$ cat src/rtl/core/tps_pkg.sv
// shared types and constants of the time-slice priority scheduler
package tps_pkg;

    localparam int TPS_TASK_COUNT = 8;
    localparam int TPS_TASK_W     = 3;
    localparam int TPS_CNT_W      = 8;
    localparam int TPS_PRIO_W     = 7;
    localparam int TPS_PRIO_NUM   = 7;
    localparam int TPS_CFG_IDX_W  = 3;
    localparam int TPS_S_DATA_W   = 16;
    localparam int TPS_M_DATA_W   = 16;

    localparam logic TPS_CMD_TICK = 1'b0;
    localparam logic TPS_CMD_LOAD = 1'b1;

    typedef enum logic [1:0] {
        ALU_PASS   = 2'd0,
        ALU_DEC    = 2'd1,
        ALU_REFILL = 2'd2
    } alu_op_t;

endpackage

$ cat src/rtl/core/tps_slice_alu.sv
// shared counter unit: decrement, refill and compare against the best counter
module tps_slice_alu
    import tps_pkg::*;
(
    input  alu_op_t                 op,
    input  logic [TPS_CNT_W-1:0]    operand,
    input  logic [TPS_CNT_W-1:0]    best_cnt,
    input  logic [TPS_PRIO_W-1:0]   prio,
    output logic [TPS_CNT_W-1:0]    result,
    output logic                    result_zero,
    output logic                    greater
);

    logic [TPS_CNT_W:0] refill_sum;

    assign refill_sum = {1'b0, operand >> 1} + {2'b00, prio};

    always_comb begin
        case (op)
            ALU_DEC: begin
                result = (operand != '0) ? operand - TPS_CNT_W'(1) : '0;
            end
            ALU_REFILL: begin
                result = refill_sum[TPS_CNT_W] ? '1 : refill_sum[TPS_CNT_W-1:0];
            end
            default: begin
                result = operand;
            end
        endcase
    end

    assign result_zero = (result == '0);
    assign greater     = (operand > best_cnt);

endmodule

$ cat src/rtl/core/tps_counter_file.sv
// per-task time-slice counters, one write and one read port
module tps_counter_file
    import tps_pkg::*;
#(
    parameter int TASK_COUNT = TPS_TASK_COUNT,
    parameter int IDX_W      = (TASK_COUNT > 1) ? $clog2(TASK_COUNT) : 1
) (
    input  logic                  aclk,
    input  logic                  aresetn,
    input  logic                  wr_en,
    input  logic [IDX_W-1:0]      wr_addr,
    input  logic [TPS_CNT_W-1:0]  wr_data,
    input  logic [IDX_W-1:0]      rd_addr,
    output logic [TPS_CNT_W-1:0]  rd_data
);

    logic [TPS_CNT_W-1:0] cnt_reg [TASK_COUNT];

    always_ff @(posedge aclk) begin
        if (!aresetn) begin
            for (int k = 0; k < TASK_COUNT; k++) begin
                cnt_reg[k] <= '0;
            end
        end else if (wr_en) begin
            cnt_reg[wr_addr] <= wr_data;
        end
    end

    assign rd_data = cnt_reg[rd_addr];

endmodule

$ cat src/rtl/core/timeslice_priority_scheduler_unit.sv
// Time-slice priority scheduler top level. Each request is a timer tick (tuser 0) or a load
// of one task's slice counter (tuser 1) and yields one result. A tick walks the counters
// through one shared counter unit, one task per cycle: a decrement of the running task's
// counter, a scan of tasks TASK_COUNT-1 down to 1, and when all counters are zero a refill
// of tasks 1 to TASK_COUNT-1 and a second scan. The block takes one request at a time; a
// finished result waits in the output register while the next request is accepted.
module timeslice_priority_scheduler_unit
    import tps_pkg::*;
#(
    parameter int TASK_COUNT = TPS_TASK_COUNT
) (
    input  logic                      aclk,
    input  logic                      aresetn,
    input  logic                      s_tvalid,
    output logic                      s_tready,
    // task_index [2:0], counter_value [10:3], zero fill
    input  logic [TPS_S_DATA_W-1:0]   s_tdata,
    // command [0]
    input  logic                      s_tuser,
    output logic                      m_tvalid,
    input  logic                      m_tready,
    // running_task [2:0], switched [3], running_counter [11:4], refilled [12],
    // stalled [13], zero fill
    output logic [TPS_M_DATA_W-1:0]   m_tdata,
    input  logic                      cfg_wr_en,
    input  logic [TPS_CFG_IDX_W-1:0]  cfg_index,
    input  logic [TPS_PRIO_W-1:0]     cfg_wdata
);

    localparam int IDX_W = (TASK_COUNT > 1) ? $clog2(TASK_COUNT) : 1;
    localparam logic [IDX_W-1:0] LAST_IDX = IDX_W'(TASK_COUNT - 1);
    localparam logic [IDX_W-1:0] FIRST_IDX = IDX_W'(1);
    localparam logic [TPS_TASK_W:0] TASK_LIMIT = (TPS_TASK_W + 1)'(TASK_COUNT);

    typedef enum logic [4:0] {
        ST_IDLE   = 5'b00001,
        ST_DEC    = 5'b00010,
        ST_SCAN   = 5'b00100,
        ST_REFILL = 5'b01000,
        ST_REPORT = 5'b10000
    } state_t;

    state_t state_reg, state_next;

    logic [IDX_W-1:0]      cur_reg, cur_next;
    logic [IDX_W-1:0]      before_reg, before_next;
    logic [IDX_W-1:0]      idx_reg, idx_next;
    logic [IDX_W-1:0]      best_reg, best_next;
    logic [TPS_CNT_W-1:0]  bestc_reg, bestc_next;
    logic                  refilled_reg, refilled_next;
    logic                  stalled_reg, stalled_next;

    logic                  m_tvalid_reg, m_tvalid_next;
    logic [TPS_TASK_W-1:0] out_task_reg;
    logic                  out_sw_reg;
    logic [TPS_CNT_W-1:0]  out_cnt_reg;
    logic                  out_refill_reg;
    logic                  out_stall_reg;
    logic                  out_load;

    logic [TPS_PRIO_W-1:0] prio_reg [TPS_PRIO_NUM];

    logic                  cf_wr_en;
    logic [IDX_W-1:0]      cf_wr_addr;
    logic [TPS_CNT_W-1:0]  cf_wr_data;
    logic [IDX_W-1:0]      cf_rd_addr;
    logic [TPS_CNT_W-1:0]  cf_rd_data;

    alu_op_t               alu_op;
    logic [TPS_CNT_W-1:0]  alu_result;
    logic                  alu_zero;
    logic                  alu_gt;
    logic [TPS_CFG_IDX_W-1:0] prio_idx;
    logic [TPS_PRIO_W-1:0] prio_sel;

    logic [TPS_TASK_W-1:0] in_task;
    logic [TPS_CNT_W-1:0]  in_value;
    logic                  load_ok;
    logic [IDX_W-1:0]      best_fin;

    assign in_task  = s_tdata[TPS_TASK_W-1:0];
    assign in_value = s_tdata[TPS_TASK_W+TPS_CNT_W-1:TPS_TASK_W];
    assign load_ok  = (in_task != '0) && ({1'b0, in_task} < TASK_LIMIT);

    // priority registers
    always_ff @(posedge aclk) begin
        if (!aresetn) begin
            for (int k = 0; k < TPS_PRIO_NUM; k++) begin
                prio_reg[k] <= TPS_PRIO_W'(1);
            end
        end else if (cfg_wr_en && (cfg_index < TPS_CFG_IDX_W'(TPS_PRIO_NUM))) begin
            prio_reg[cfg_index] <= cfg_wdata;
        end
    end

    assign prio_idx = TPS_CFG_IDX_W'(idx_reg) - TPS_CFG_IDX_W'(1);
    assign prio_sel = (prio_idx < TPS_CFG_IDX_W'(TPS_PRIO_NUM)) ? prio_reg[prio_idx] : '0;

    tps_counter_file #(
        .TASK_COUNT (TASK_COUNT),
        .IDX_W      (IDX_W)
    ) u_counters (
        .aclk    (aclk),
        .aresetn (aresetn),
        .wr_en   (cf_wr_en),
        .wr_addr (cf_wr_addr),
        .wr_data (cf_wr_data),
        .rd_addr (cf_rd_addr),
        .rd_data (cf_rd_data)
    );

    tps_slice_alu u_alu (
        .op          (alu_op),
        .operand     (cf_rd_data),
        .best_cnt    (bestc_reg),
        .prio        (prio_sel),
        .result      (alu_result),
        .result_zero (alu_zero),
        .greater     (alu_gt)
    );

    assign best_fin = alu_gt ? idx_reg : best_reg;

    always_comb begin
        state_next    = state_reg;
        cur_next      = cur_reg;
        before_next   = before_reg;
        idx_next      = idx_reg;
        best_next     = best_reg;
        bestc_next    = bestc_reg;
        refilled_next = refilled_reg;
        stalled_next  = stalled_reg;
        s_tready      = 1'b0;
        cf_wr_en      = 1'b0;
        cf_wr_addr    = cur_reg;
        cf_wr_data    = alu_result;
        cf_rd_addr    = cur_reg;
        alu_op        = ALU_PASS;
        out_load      = 1'b0;

        case (state_reg)
            ST_IDLE: begin
                s_tready = 1'b1;
                if (s_tvalid) begin
                    before_next   = cur_reg;
                    refilled_next = 1'b0;
                    stalled_next  = 1'b0;
                    if (s_tuser == TPS_CMD_LOAD) begin
                        cf_wr_en   = load_ok;
                        cf_wr_addr = in_task[IDX_W-1:0];
                        cf_wr_data = in_value;
                        state_next = ST_REPORT;
                    end else if (cur_reg == '0) begin
                        idx_next   = LAST_IDX;
                        best_next  = '0;
                        bestc_next = '0;
                        state_next = ST_SCAN;
                    end else begin
                        state_next = ST_DEC;
                    end
                end
            end
            ST_DEC: begin
                alu_op   = ALU_DEC;
                cf_wr_en = 1'b1;
                if (alu_zero) begin
                    idx_next   = LAST_IDX;
                    best_next  = '0;
                    bestc_next = '0;
                    state_next = ST_SCAN;
                end else begin
                    state_next = ST_REPORT;
                end
            end
            ST_SCAN: begin
                cf_rd_addr = idx_reg;
                if (alu_gt) begin
                    best_next  = idx_reg;
                    bestc_next = cf_rd_data;
                end
                if (idx_reg == FIRST_IDX) begin
                    if (best_fin != '0) begin
                        cur_next   = best_fin;
                        state_next = ST_REPORT;
                    end else if (!refilled_reg) begin
                        refilled_next = 1'b1;
                        idx_next      = FIRST_IDX;
                        state_next    = ST_REFILL;
                    end else begin
                        stalled_next = 1'b1;
                        state_next   = ST_REPORT;
                    end
                end else begin
                    idx_next = idx_reg - IDX_W'(1);
                end
            end
            ST_REFILL: begin
                cf_rd_addr = idx_reg;
                cf_wr_addr = idx_reg;
                alu_op     = ALU_REFILL;
                cf_wr_en   = 1'b1;
                if (idx_reg == LAST_IDX) begin
                    idx_next   = LAST_IDX;
                    best_next  = '0;
                    bestc_next = '0;
                    state_next = ST_SCAN;
                end else begin
                    idx_next = idx_reg + IDX_W'(1);
                end
            end
            ST_REPORT: begin
                if (!m_tvalid_reg || m_tready) begin
                    out_load   = 1'b1;
                    state_next = ST_IDLE;
                end
            end
            default: begin
                state_next = ST_IDLE;
            end
        endcase
    end

    always_comb begin
        m_tvalid_next = m_tvalid_reg;
        if (out_load) begin
            m_tvalid_next = 1'b1;
        end else if (m_tready) begin
            m_tvalid_next = 1'b0;
        end
    end

    always_ff @(posedge aclk) begin
        if (!aresetn) begin
            state_reg    <= ST_IDLE;
            cur_reg      <= '0;
            before_reg   <= '0;
            idx_reg      <= '0;
            best_reg     <= '0;
            bestc_reg    <= '0;
            refilled_reg <= 1'b0;
            stalled_reg  <= 1'b0;
            m_tvalid_reg <= 1'b0;
        end else begin
            state_reg    <= state_next;
            cur_reg      <= cur_next;
            before_reg   <= before_next;
            idx_reg      <= idx_next;
            best_reg     <= best_next;
            bestc_reg    <= bestc_next;
            refilled_reg <= refilled_next;
            stalled_reg  <= stalled_next;
            m_tvalid_reg <= m_tvalid_next;
        end
    end

    always_ff @(posedge aclk) begin
        if (out_load) begin
            out_task_reg   <= TPS_TASK_W'(cur_reg);
            out_sw_reg     <= (cur_reg != before_reg);
            out_cnt_reg    <= cf_rd_data;
            out_refill_reg <= refilled_reg;
            out_stall_reg  <= stalled_reg;
        end
    end

    assign m_tvalid = m_tvalid_reg;
    assign m_tdata  = {2'b00, out_stall_reg, out_refill_reg, out_cnt_reg, out_sw_reg,
                       out_task_reg};

endmodule

$ cat config.mk
export PLATFORM = sky130hd
export DESIGN_NAME = timeslice_priority_scheduler_unit
export DESIGN_NICKNAME = d
export VERILOG_FILES = /design/src/rtl/core/tps_pkg.sv /design/src/rtl/core/tps_slice_alu.sv /design/src/rtl/core/tps_counter_file.sv /design/src/rtl/core/timeslice_priority_scheduler_unit.sv
export SDC_FILE = /design/constraint.sdc
export NUM_CORES = 1
export LEC_CHECK = 0
export ABC_AREA = 0
export ABC_CLOCK_PERIOD_IN_PS = 7400
export BUFFER_PORTS_ARGS = -buffer_cell sky130_fd_sc_hd__buf_4
export CAP_MARGIN = 15
export CORE_MARGIN = 2
export CORE_UTILIZATION = 41
export CTS_CLUSTER_SIZE = 25
export DETAILED_ROUTE_END_ITERATION = 8
export MAX_ROUTING_LAYER = met4
export PLACE_DENSITY = 0.55
export SETUP_SLACK_MARGIN = 0.1
export SLEW_MARGIN = 20
export SYNTH_ARGS = -nofsm -noshare
export SYNTH_HDL_FRONTEND = slang
export SYNTH_SLANG_ARGS = --single-unit
$ cat constraint.sdc
create_clock -name aclk -period 7.4 [get_ports aclk]
set_input_delay 0.74 -clock aclk [delete_from_list [all_inputs] [get_ports aclk]]
set_output_delay 0.74 -clock aclk [all_outputs]
set_load 0.005 [all_outputs]
-- After elaboration in Yosys (flattened, before gate mapping)
Memories as Yosys holds them, arrays and structs flattened.
Index checks and enable logic that the tools add are counted.
- equal/unequal tests: 22
- $add $sub $neg: 4
- reductions and logical operators: 23
- multiplexer cells: 74
- order comparisons: 3
- operators by type and width (cell ; count):
    $mux W8 ; 12
    $mux W3 ; 20
    $mux W5 ; 8
    $pmux W8 S4 ; 1
    $pmux W5 S5 ; 1
    $pmux W3 S4 ; 2
    $mux W1 ; 22
    $ne A2 B2 Y1 const B ; 10
    $pmux W8 S2 ; 1
    $mux W7 ; 2
    $reduce_and A7 Y1 ; 2
    $add A7 B7 Y8 ; 1
    $gt A8 B8 Y1 ; 1
    $logic_not A8 Y1 ; 1
    $reduce_and A4 Y1 ; 2
    $reduce_bool A8 Y1 ; 1
    $reduce_or A8 Y1 ; 1
    $sub A8 B1 Y8 const B ; 1
    $reduce_or A7 Y1 ; 1
    $lt A3 B3 Y1 const B ; 2
    $ne A3 B3 Y1 const B ; 2
    $pmux W1 S2 ; 3
    $pmux W3 S2 ; 1
    $reduce_and A6 Y1 ; 1
    24 further kinds ; 27
- memories kept: 2
- RAM bits: 113
- bits of input ports: 32
- output and inout bits: 18
- register bits: 42
- memory list (memory ; depth ; bits a word ; read ports ; clocked after Yosys merged registers in ; wr ports ; RTL line ; RTL):
    u_counters.cnt_reg ; 8 ; 8 ; 1 ; 0 ; 8 ; tps_counter_file.sv:17 ; logic [TPS_CNT_W-1:0] cnt_reg [TASK_COUNT];
    prio_reg ; 7 ; 7 ; 1 ; 0 ; 7 ; timeslice_priority_scheduler_unit.sv:61 ; logic [TPS_PRIO_W-1:0] prio_reg [TPS_PRIO_NUM];

-- Longest topological paths before layout
An unclocked memory read counts as a cell.
- word-level depth: 11
- gate-level depth with buffers: 25
- depth with buffers taken out: 21

-- By module
From an unflattened synthesis, not the netlist that was laid out.
- cells, all modules: 746
- area total of the unflattened synthesis: 8221.6 sq um
- by module, submodules not included (module ; cells each ; area each (sq um) ; instances):
    timeslice_priority_scheduler_unit ; 425 ; 4344.2 ; 1
    tps_counter_file ; 194 ; 2980.4 ; 1
    tps_slice_alu ; 127 ; 897.1 ; 1

-- Least setup slack after synthesis
Ideal clock, no wire load.
- path type: reg-to-reg
- from: register idx_reg[0]
- to: register state_reg[4]
- arrival time: 5.278 ns
- cell stages (with the launch flop): 26
- path slack: 2.004 ns
- path buffers: 5
- path through: dfxtp_1 > clkbuf_1 > buf_2 > inv_1 > clkbuf_1 > ha_1 > clkbuf_1 > clkbuf_1 > mux2i_1 > nor2_1 > a21oi_1 > o21ai_0 > ha_1 > inv_1 > fa_1 > nor2b_1 > o21ai_0 > a21oi_1 > o21a_1 > o21a_1 > o31ai_1 > or3_1 > or3_4 > o31ai_4 > o221ai_1 > a32o_1
- longest elaborated chain between the ends: 9
- RTL lines (item ; RTL line ; RTL):
    from (decl) ; timeslice_priority_scheduler_unit.sv:47 ; logic [IDX_W-1:0] idx_reg, idx_next;
    from (signal assigned) ; timeslice_priority_scheduler_unit.sv:247 ; idx_reg <= idx_next;
    $sub A3 B1 Y3 ; timeslice_priority_scheduler_unit.sv:96 ; assign prio_idx = TPS_CFG_IDX_W'(idx_reg) - TPS_CFG_IDX_W'(1);
    $mem_v2 Z7 W7 / $lt A3 B3 Y1 (equally long branches) ; -- ;
    $mux W7 ; timeslice_priority_scheduler_unit.sv:97 ; assign prio_sel = (prio_idx < TPS_CFG_IDX_W'(TPS_PRIO_NUM)) ? prio_reg[prio_idx] : '0;
    $add A7 B7 Y8 ; tps_slice_alu.sv:16 ; assign refill_sum = {1'b0, operand >> 1} + {2'b00, prio};
    $mux W8 ; tps_slice_alu.sv:24 ; result = refill_sum[TPS_CNT_W] ? '1 : refill_sum[TPS_CNT_W-1:0];
    $pmux W8 S2 ; tps_slice_alu.sv:19 ; case (op)
    $logic_not A8 Y1 ; tps_slice_alu.sv:32 ; assign result_zero = (result == '0);
    $mux W5 ; timeslice_priority_scheduler_unit.sv:166 ; if (alu_zero) begin
    $pmux W5 S5 ; timeslice_priority_scheduler_unit.sv:141 ; case (state_reg)
    to (signal assigned) ; timeslice_priority_scheduler_unit.sv:244 ; state_reg <= state_next;
    to (decl) ; timeslice_priority_scheduler_unit.sv:43 ; state_t state_reg, state_next;
Several ways; a longest one is shown, not always the timed one. The select of a mux whose other input is x is not followed.
A chain may end at the register's enable or synchronous reset.

-- Worst setup path in the final report
- from: register state_reg[4]
- to: register state_reg[4]
- longest elaborated chain between the ends: 10
- RTL lines (item ; RTL line ; RTL):
    $eq A5 B4 Y1 / $eq A5 B3 Y1 (equally long branches) ; timeslice_priority_scheduler_unit.sv:141 ;
    $reduce_or A2 Y1 (no source line) (*) ; -- ;
    $mux W3 (*) ; timeslice_priority_scheduler_unit.sv:141 ;
    $mem_v2 Z8 W8 (*) ; -- ;
    named net cf_rd_data[1] ; timeslice_priority_scheduler_unit.sv:67 ; logic [TPS_CNT_W-1:0] cf_rd_data;
    $sub A8 B1 Y8 (tied with other cells) ; tps_slice_alu.sv:21 ; result = (operand != '0) ? operand - TPS_CNT_W'(1) : '0;
    $mux W8 (tied with other cells) ; tps_slice_alu.sv:21 ;
    $pmux W8 S2 / $reduce_bool A3 Y1 (equally long branches) ; tps_slice_alu.sv:19, timeslice_priority_scheduler_unit.sv:182 ;
    $logic_not A8 Y1 / $mux W5 (equally long branches) ; tps_slice_alu.sv:32, timeslice_priority_scheduler_unit.sv:182 ;
    $mux W5 (on tied branches) ; timeslice_priority_scheduler_unit.sv:166, timeslice_priority_scheduler_unit.sv:181 ;
    $pmux W5 S5 (*) ; timeslice_priority_scheduler_unit.sv:141 ;
The timed path passes the listed nets; every way through them passes the cells marked *. The select of a mux whose other input is x is not followed.

==> run metrics <==
synthesis-to-finish area growth 12.4%; class of the worst hold path register to register; global placement routability congestion 0.953; vias in the first global route about 7300; worst hold slack around 0.44 ns; Layout Skew between 0.015 and 0.02 ns; crit-path leading delay family simple AND/OR/NAND/NOR gates; P per Cell Area 267 mW/mm^2; met1 wire length between 10000 and 15000 microns; dpl cells approximately 1300; CP max stage cell or3_1; Ant. Diodes 0; met2 WL between 10000 and 15000 microns; Synth warnings 0; cells after synthesis 975; grt total ovfl 0; post-synthesis async set-or-reset flop share 0; Final Hold Violating Endpoints 0; hold buffers post-CTS 0; clock sink count roughly 160; TritonCTS Buffers 17; Worst path max stage delay between 0.7 and 0.8 ns; Die Area around 0.024 sq mm; worst slew pin tran slightly above 1 ns; Most used DFF post-synth edfxtp_1; register area share after synthesis 0.463; Clock Tree Root clkbuf_16; RSZ-0062 raised after global routing false; Setup WS pre-CTS 1.58 ns; Starting DRT DRC Count a little over 700; max layer used met4; final core utilization 0.466; DIE WIDTH around 150 microns; Clock transition at path regs 0.07 ns; initial antenna violation count 0; pin count of the biggest net entering global routing 52; crit end category register; crit path time final approximately 5.9 ns; Max Transition Viols Final 0; # rows 55; Port Buffers 42; setup ws final between 1 and 1.5 ns; detailed-route DRC error count 0; synth unique cells 83; worst-path maximum fanout 21; WP buf/inv 2; Bufs on Longest Clock Path 2; H-tree Lvls 4; first-pass GRT wire length 42200 microns; EDFF count, synth 120; Period Utilization, post-route 0.797; Setup-failing EPs final 0; Skew-Pair Late Insertion Delay 0.44 ns; worst path cell trace or3_1 > o21ai_2 > nand2_1 > nor3_1 > a21oi_2 > inv_2 > ha_1 > inv_1 > fa_1 > nor2b_1 > o21ai_0 > a21oi_1 > o21a_1 > o21a_1 > o31ai_1 > or3_1 > or3_4 > o31ai_4 > o221ai_1 > a32o_1; TritonRoute pass-1 iters 7; I/O Pins 50; mean post-synth cell area 9.54 sq um; Setup CP Type register to register; met3 WL 1940 microns; DP HPWL between 15000 and 20000 microns; final cell count without fillers about 1300; Via-to-Cell Ratio 5.92; crit start category register; Routed WL per cell ~21 microns; nets@finish around 1100; Initial Util 0.415; routed vias around 7700; most frequent cells in the layout nor2_1 (157), edfxtp_1 (120), nand2_1 (111), buf_4 (59), a21oi_1 (45); max cap viols 0; outcome finished, final reports clean; Lkg Pwr 3.82 nW; core area 0.0224 sq mm; setup_tns 0 ns; post-cts repair resize count 0; TritonCTS clock tree built; share of post-route cells with drive strength above 1 0.143; FF+latch count, synth around 160; CP arrival 6.23 ns; Die Ht 155 microns; Worst IR Drop VDD approximately 0.15 mV; commonest non-fill, non-tap cell in the layout nor2_1; synthesized area ~0.0093 sq mm; Total GRT Usage 0.236; routed wire length ~27000 microns; max reg flops 64; Setup Fix Bufs, Post-CTS 0; Worst slew margin 0.322; maximum clock frequency approximately 170 MHz; post-route ant nets 0; Req. time, crit path a little under 8 ns
-- worst paths after layout --
check / start / endpoint / slack (ns) / cells past startpoint
max: state_reg[4] / state_reg[4] / 1.50 / 20
min reg2reg: stalled_reg / out_stall_reg / 0.44 / 0
max reg2reg: state_reg[4] / state_reg[4] / 1.50 / 20
min: stalled_reg / out_stall_reg / 0.44 / 0
-- Yosys cell counts (5+ instances only) --
cell | count | area [sq um]
a211oi_1 | 28 | 210
a21oi_1 | 45 | 225
a221oi_1 | 9 | 78.8
a22oi_1 | 8 | 60.1
a311o_1 | 9 | 90.1
a311oi_1 | 9 | 78.8
a31o_2 | 7 | 61.3
a31oi_1 | 6 | 37.5
and2_1 | 11 | 68.8
buf_2 | 17 | 85.1
buf_4 | 7 | 52.6
clkbuf_1 | 27 | 101
dfxtp_1 | 35 | 701
edfxtp_1 | 120 | 3600
ha_1 | 22 | 275
inv_1 | 35 | 131
mux2i_1 | 39 | 390
mux4_2 | 7 | 158
nand2_1 | 111 | 417
nand2b_1 | 21 | 131
nand3_1 | 30 | 150
nand4_1 | 7 | 43.8
nor2_1 | 157 | 589
nor2b_1 | 22 | 138
nor3_1 | 23 | 115
nor3b_1 | 6 | 45.0
nor4_1 | 6 | 37.5
o211a_1 | 11 | 110
o21ai_0 | 31 | 155
or2_2 | 7 | 43.8
or3_1 | 5 | 31.3
xnor2_1 | 5 | 43.8
-- per-layer routing --
metal,vias up,global-route usage
li1,3622,-
met1,3708,0.325
met2,302,0.352
met3,32,0.0471
met4,0,0.0723
met5,-,-
-- cells by family after synthesis --
group | after synthesis | synth area share
other | 1 | 0.000403
XOR/XNOR | 7 | 0.00740
adder cells (fa/ha/maj) | 23 | 0.0317
buffers and inverters | 95 | 0.0451
flip-flops | 155 | 0.463
AND/OR/NAND/NOR | 420 | 0.208
AO/OA/AOI/OAI | 224 | 0.181
multiplexers | 50 | 0.0642
-- power by group --
part | switching (W) | internal (W)
combinational | 0.000541 | 0.000309
clock | 0.000406 | 0.000520
sequential | 0.0000324 | 0.000984
-- per-stage QoR --
step                cell area (sq um)  power (W)
floorplan                        9310    0.00163
global placement                 9830    0.00187
detailed placement               9830    0.00187
CTS                             10400    0.00279
global route                    10500    0.00293
finish                          10500    0.00279
-- final cells by class --
class / count / area (sq um)
Sequential cell: 155 / 4310
Multi-Input combinational cell: 726 / 4590
Clock buffer: 20 / 479
Timing Repair Buffer: 59 / 443
Tap cell: 285 / 357
Clock inverter: 12 / 135
Inverter: 38 / 143
Fill cell: 2162 / 12000
(Power assumes the default switching activity.)
